$ cat src/rtl/chr_pkg.sv
// chr_pkg: shared constants, command codes, state type and control structs
// for the command history ring; no dependencies
`timescale 1ns / 1ps
`default_nettype none

package chr_pkg;

    localparam int ENTRIES    = 20;
    localparam int LINE_BYTES = 128;
    localparam int WORDS      = LINE_BYTES / 4;
    localparam int MAX_LEN    = LINE_BYTES - 1;

    localparam int SLOT_W = $clog2(ENTRIES);
    localparam int CNT_W  = $clog2(ENTRIES + 1);
    localparam int LEN_W  = $clog2(LINE_BYTES);
    localparam int WIDX_W = $clog2(WORDS);
    localparam int ADDR_W = $clog2(ENTRIES * WORDS);

    localparam int BYTE_W  = 8;
    localparam int WORD_W  = 32;
    localparam int BCNT_W  = 3;
    localparam int SLOTN_W = 5;
    localparam int IN_DATA_W  = 8;
    localparam int OUT_DATA_W = 40;

    typedef enum logic [1:0] {
        CMD_APPEND = 2'd0,
        CMD_COMMIT = 2'd1,
        CMD_UP     = 2'd2,
        CMD_DOWN   = 2'd3
    } t_cmd;

    typedef enum logic [2:0] {
        ST_IDLE,
        ST_COPY,
        ST_COPY_END,
        ST_READ,
        ST_LOAD,
        ST_SEND
    } t_state;

    typedef struct packed {
        logic stg_write;
        logic copy_start;
        logic copy_read;
        logic copy_done;
        logic browse_start;
        logic rd_first;
        logic rd_next;
        logic out_load;
    } t_dp_cmd;

    typedef struct packed {
        logic stg_empty;
        logic copy_last;
        logic out_last;
    } t_dp_stat;

endpackage

`default_nettype wire

$ cat src/rtl/chr_ctrl.sv
// chr_ctrl: sequencer for append, commit copy and browse streaming
// depends on chr_pkg; commands chr_dpath
`timescale 1ns / 1ps
`default_nettype none

module chr_ctrl
    import chr_pkg::*;
(
    input  wire logic     i_clk,
    input  wire logic     i_rst_n,
    input  wire logic     i_in_valid,
    input  wire t_cmd     i_in_cmd,
    output logic          o_in_ready,
    output logic          o_out_valid,
    input  wire logic     i_out_ready,
    input  wire t_dp_stat i_stat,
    output t_dp_cmd       o_cmd
);

    t_state r_state, n_state;

    always_ff @(posedge i_clk) begin
        if (!i_rst_n) begin
            r_state <= ST_IDLE;
        end else begin
            r_state <= n_state;
        end
    end

    always_comb begin
        n_state     = r_state;
        o_cmd       = '0;
        o_in_ready  = 1'b0;
        o_out_valid = 1'b0;
        case (r_state)
            ST_IDLE: begin
                o_in_ready = 1'b1;
                if (i_in_valid) begin
                    case (i_in_cmd)
                        CMD_APPEND: begin
                            o_cmd.stg_write = 1'b1;
                        end
                        CMD_COMMIT: begin
                            // empty commit is dropped
                            if (!i_stat.stg_empty) begin
                                o_cmd.copy_start = 1'b1;
                                n_state          = ST_COPY;
                            end
                        end
                        CMD_UP, CMD_DOWN: begin
                            o_cmd.browse_start = 1'b1;
                            n_state            = ST_READ;
                        end
                        default: begin
                            n_state = ST_IDLE;
                        end
                    endcase
                end
            end
            ST_COPY: begin
                o_cmd.copy_read = 1'b1;
                if (i_stat.copy_last) begin
                    n_state = ST_COPY_END;
                end
            end
            ST_COPY_END: begin
                // last line word is written this cycle
                o_cmd.copy_done = 1'b1;
                n_state         = ST_IDLE;
            end
            ST_READ: begin
                o_cmd.rd_first = 1'b1;
                n_state        = ST_LOAD;
            end
            ST_LOAD: begin
                o_cmd.out_load = 1'b1;
                n_state        = ST_SEND;
            end
            ST_SEND: begin
                o_out_valid = 1'b1;
                if (i_out_ready) begin
                    if (i_stat.out_last) begin
                        n_state = ST_IDLE;
                    end else begin
                        o_cmd.rd_next = 1'b1;
                        n_state       = ST_LOAD;
                    end
                end
            end
            default: begin
                n_state = ST_IDLE;
            end
        endcase
    end

endmodule

`default_nettype wire

$ cat config.mk
export PLATFORM = sky130hd
export DESIGN_NAME = chr_ctrl
export DESIGN_NICKNAME = d
export VERILOG_FILES = /design/src/rtl/chr_pkg.sv /design/src/rtl/chr_ctrl.sv
export SDC_FILE = /design/constraint.sdc
export NUM_CORES = 1
export LEC_CHECK = 0
export ABC_AREA = 1
export BUFFER_PORTS_ARGS = -buffer_cell sky130_fd_sc_hd__buf_2
export CELL_PAD_IN_SITES_DETAIL_PLACEMENT = 0
export CELL_PAD_IN_SITES_GLOBAL_PLACEMENT = 2
export CORE_UTILIZATION = 17
export DETAILED_ROUTE_END_ITERATION = 12
export PLACE_DENSITY = 0.75
export REMOVE_ABC_BUFFERS = 1
export SKIP_CTS_REPAIR_TIMING = 1
export SYNTH_ARGS = -nofsm -noshare
export SYNTH_HDL_FRONTEND = slang
export SYNTH_SLANG_ARGS = --single-unit
$ cat constraint.sdc
create_clock -name i_clk -period 1.3 [get_ports i_clk]
set_input_delay 0.13 -clock i_clk [delete_from_list [all_inputs] [get_ports i_clk]]
set_output_delay 0.13 -clock i_clk [all_outputs]
set_load 0.02 [all_outputs]
After elaboration in Yosys (flattened, before gate mapping). Index checks and enable logic that the tools add are counted.

Equal/unequal tests: 13. Multiplexer cells: 24. Reductions and logical operators: 4.

Operator list (count): two-way mux 1 bit (15); two-way mux 3 bit (5); case mux 3 bit (5 select lines) (1); equality test 3 x 2 -> 1 bit (second input constant) (2); equality test 3 bit (second input constant) (2); != test 2 bit (second input constant) (3); case mux 3 bit (2 select lines) (1); AND reduction 5 bit (1); equality test 2 bit (second input constant) (2); two-way mux 2 bit (2); equality test 3 x 1 -> 1 bit (second input constant) (1); zero test 3 bit (1); != test 3 x 1 -> 1 bit (second input constant) (1); != test 3 bit (second input constant) (1); equality test 2 x 1 -> 1 bit (second input constant) (1); zero test 2 bit (1); OR reduction 2 bit (1).

Bits in registers: 3. Output and inout port bits: 10.

Longest topological paths before layout.
Depth in word-level cells: 5. Gate-level depth with buffers: 7.

Worst setup path after synthesis. OpenSTA, ideal clock, no wires.

Path type: register to output. Start: register r_state[0]. End: output o_cmd[6] (netlist name). Data arrival time: 1427 ps. Data required time: 1170 ps. Path slack: -257 ps. Cell stages (with the launch flop): 6. Cell sequence: dfxtp_1 -> nor2_2 -> inv_2 -> nor2_4 -> inv_2 -> nor4_1.

RTL lines: from (decl) (line chr_ctrl.sv:20) `t_state r_state, n_state;`; from (signal assigned) (line chr_ctrl.sv:26) `r_state <= n_state;`; to (decl) (line chr_ctrl.sv:17) `output t_dp_cmd o_cmd`.

==> summary.txt <==
Outcome
  – Status: finished, violations left
  – Failing checks: setup timing

Setup path
  – Worst EP arrival: about 1.3 ns
  – RR Startpoint: r_state[1]$_SDFFE_PN0P_
  – Worst r2r path cells: 7
  – Worst setup EP type: output pin
  – Worst Setup Start Kind: flop
  – R2R Path End: r_state[2]$_SDFFE_PN0P_
  – Flop2flop setup slack: 0.24 ns
  – WP data required: roughly 1.2 ns
  – Worst Path Max Fanout: 4
  – Worst Setup Path Type: flop to output pin

Timing
  – Worst Tran Pin Value: slightly below 0.2 ns
  – Endpoints failing setup: 3
  – Final min period: 1.38 ns
  – RSZ-0062 raised after global routing: true
  – Slew Limit Fails: 0
  – Post-Route Skew: 0.000255 ns
  – FMAX: between 0.7 and 0.8 GHz
  – Slew HR: slightly below 90%
  – Final WS setup: -0.0834 ns
  – Endpoints failing hold: 0
  – Period utilization: 106%

Cells and area
  – Post-synthesis to final-layout area growth: 72.7%
  – Most frequent cells in the layout: buf_2, inv_1, buf_4
  – Final net count: 80
  – Layout cells sized above 1: between 60% and 70%
  – Most common cell after layout, fill and taps aside: buf_2
  – Max reg flops: 3
  – Non-Filler Instances: 86
  – Area occupied by multi-input gates: 189 sq um
  – Registers with the most flip-flops: r_state (3)
  – Largest reg by FF count: r_state
  – Post-layout util: a little under a third
  – N_diodes: 0
  – Filler cell count in the final layout: between 150 and 200
  – Reg area: between 60 and 70 sq um

Logic synthesis
  – Top-area cell type share of the netlist area: 21.8%
  – Yosys warning count: 0
  – Synth top area cells: dfxtp_1, inv_1, nand2_1
  – Mapped Area: 275 sq um
  – Yosys top cell by area: dfxtp_1
  – Synthesized area per cell: approximately 6.3 sq um
  – Syn Inst Count: 44
  – FF+latch count, synth: 3
  – Post-synth cell types: 14
  – Sequential-to-total area share from yosys stat: between 20 and 25%

Clock tree
  – TritonCTS Buffers: 3
  – H-tree level count: 1
  – CTS tree: yes
  – CTS Sinks: 3
  – Clock tree buffer depth: 2
  – Root Driver: clkbuf_4
  – Worst-path clk slew: ~0.040 ns
  – Clk_lat worst skew: 0.23 ns

GRT
  – Initial antenna violation count: 0
  – Vias in the first global route: between 200 and 300
  – GRT Total Usage: roughly 8.6%
  – Largest net degree at the start of global routing: 6
  – First-pass GRT wire length: between 1000 and 1500 microns
  – Overflow after GRT: 0

Route
  – Met2 WL: between 300 and 400 microns
  – Residual DRC count: 0
  – Via Count: between 300 and 400
  – DR top layer: met4
  – Initial DRC count: 3
  – Routed WL: approximately 700 microns
  – Met1 Wirelength: between 300 and 400 microns
  – Met3 wire len: 14 microns
  – Routed Antenna Nets: 0
  – Wire per inst: a little over 8 microns
  – Drt first pass iters: 4
  – Avg Vias per Cell: approximately 4

Floorplan
  – Die Wd: ~42 microns
  – Std cell rows: 14
  – Chip Height: between 40 and 50 microns
  – Die area: around 1800 sq um
  – Starting Density: approximately 18%
  – Core footprint: approximately 1500 sq um
  – Total I/O pin count: 19

Power
  – VDD IR-drop max: between 0.0004 and 0.0005 V
  – Seq pwr share: 18.9%
  – P_int: between 0.0004 and 0.0005 W
  – Switching pwr: about 0.00029 W
  – Pleak: about 0.27 nW
  – Sw Share: 41.9%
  – Pwr dens: roughly 1500 nW/um^2
  – Clock power frac: 23.5%
  – Comb pwr share: about 58%

Hold path
  – Worst hold endpoint: r_state[0]$_SDFFE_PN0P_
  – Hold path depth: 3
  – Min-Delay Startpoint: i_rst_n
  – Worst min path class: input pin to flop

Placed design
  – Gpl congestion: 0.755
  – Detailed Place HPWL: ~530 microns
  – Placed cells: ~80
  – PortBufs: 18
  – DP Worst Slack: approximately 0.13 ns

Flow run
  – Maxcap violations: 0
## synth_stat cells
cell,n
a21oi_1,3
dfxtp_1,3
inv_1,10
inv_2,3
nand2_1,6
nand2_2,1
nand3_1,4
nand3_2,2
nor2_1,1
nor2_2,3
nor2_4,2
nor3_1,3
nor3_2,1
nor4_1,2
## routing by layer
layer  GRT usage [%]  vias to the layer above
li1                -                      189
met1            9.47                      150
met2            12.0                        5
met3            3.02                        2
met4            9.38                        0
met5               0                        -
## logic make-up (layout without fill, tap and decap cells)
| family | count (synthesis) | count (layout) | share of synthesized area (%) |
|---|---|---|---|
| AND/OR/NAND/NOR | 25 | 25 | 55.0 |
| AO/OA/AOI/OAI | 3 | 3 | 5.45 |
| buffers and inverters | 13 | 39 | 17.7 |
| flip-flops | 3 | 3 | 21.8 |
## power by group through the flow
stage	Combinational [W]	Sequential (W)	Clock (W)
2_1_floorplan	0.000218	0.000132	0
3_3_place_gp	0.000326	0.000124	0
6_report	0.000402	0.000132	0.000164
4_1_cts	0.000319	0.000122	0.000170
3_5_place_dp	0.000319	0.000124	0
5_1_grt	0.000429	0.000136	0.000180
## how the worst max path moves through the flow
stage,start,to,slack [ns],depth (start not counted)
after global routing,r_state[1]$_SDFFE_PN0P_,o_cmd[6],-0.15,6
after CTS,r_state[0]$_SDFFE_PN0P_,o_cmd[7],-0.12,6
final,r_state[1]$_SDFFE_PN0P_,o_cmd[7],-0.08,6
after detailed placement,r_state[0]$_SDFFE_PN0P_,o_cmd[7],0.13,6
after global placement,r_state[0]$_SDFFE_PN0P_,o_cmd[7],0.15,6
after floorplan,r_state[0]$_SDFFE_PN0P_,o_cmd[6],-0.26,5
## critical path, cell delays in order (launching register included)
cell and delay (ns):
dfxtp_2 0.33, nor2_4 0.11, inv_2 0.05, nor2_4 0.14
inv_2 0.07, nor4_2 0.13, buf_2 0.20
## area by class of cell
cell class	count	share of cell area (%)
multi-input cells	28	39.7
flip-flops and latches	3	13.4
inverters	13	10.3
clock buffers	4	5.53
well taps	16	4.21
repair buffers	22	26.8
## through the flow
stage,setup TNS [ns],hold WS (ns),power [W],area [sq um]
2_1_floorplan,-0.602,0.298,0.000350,275
3_3_place_gp,0,0.418,0.000450,393
3_5_place_dp,0,0.414,0.000442,393
4_1_cts,-0.290,0.172,0.000612,419
5_1_grt,-0.410,0.195,0.000745,475
6_report,-0.208,0.174,0.000697,475
Note: power is estimated with default switching activity, not from simulation.
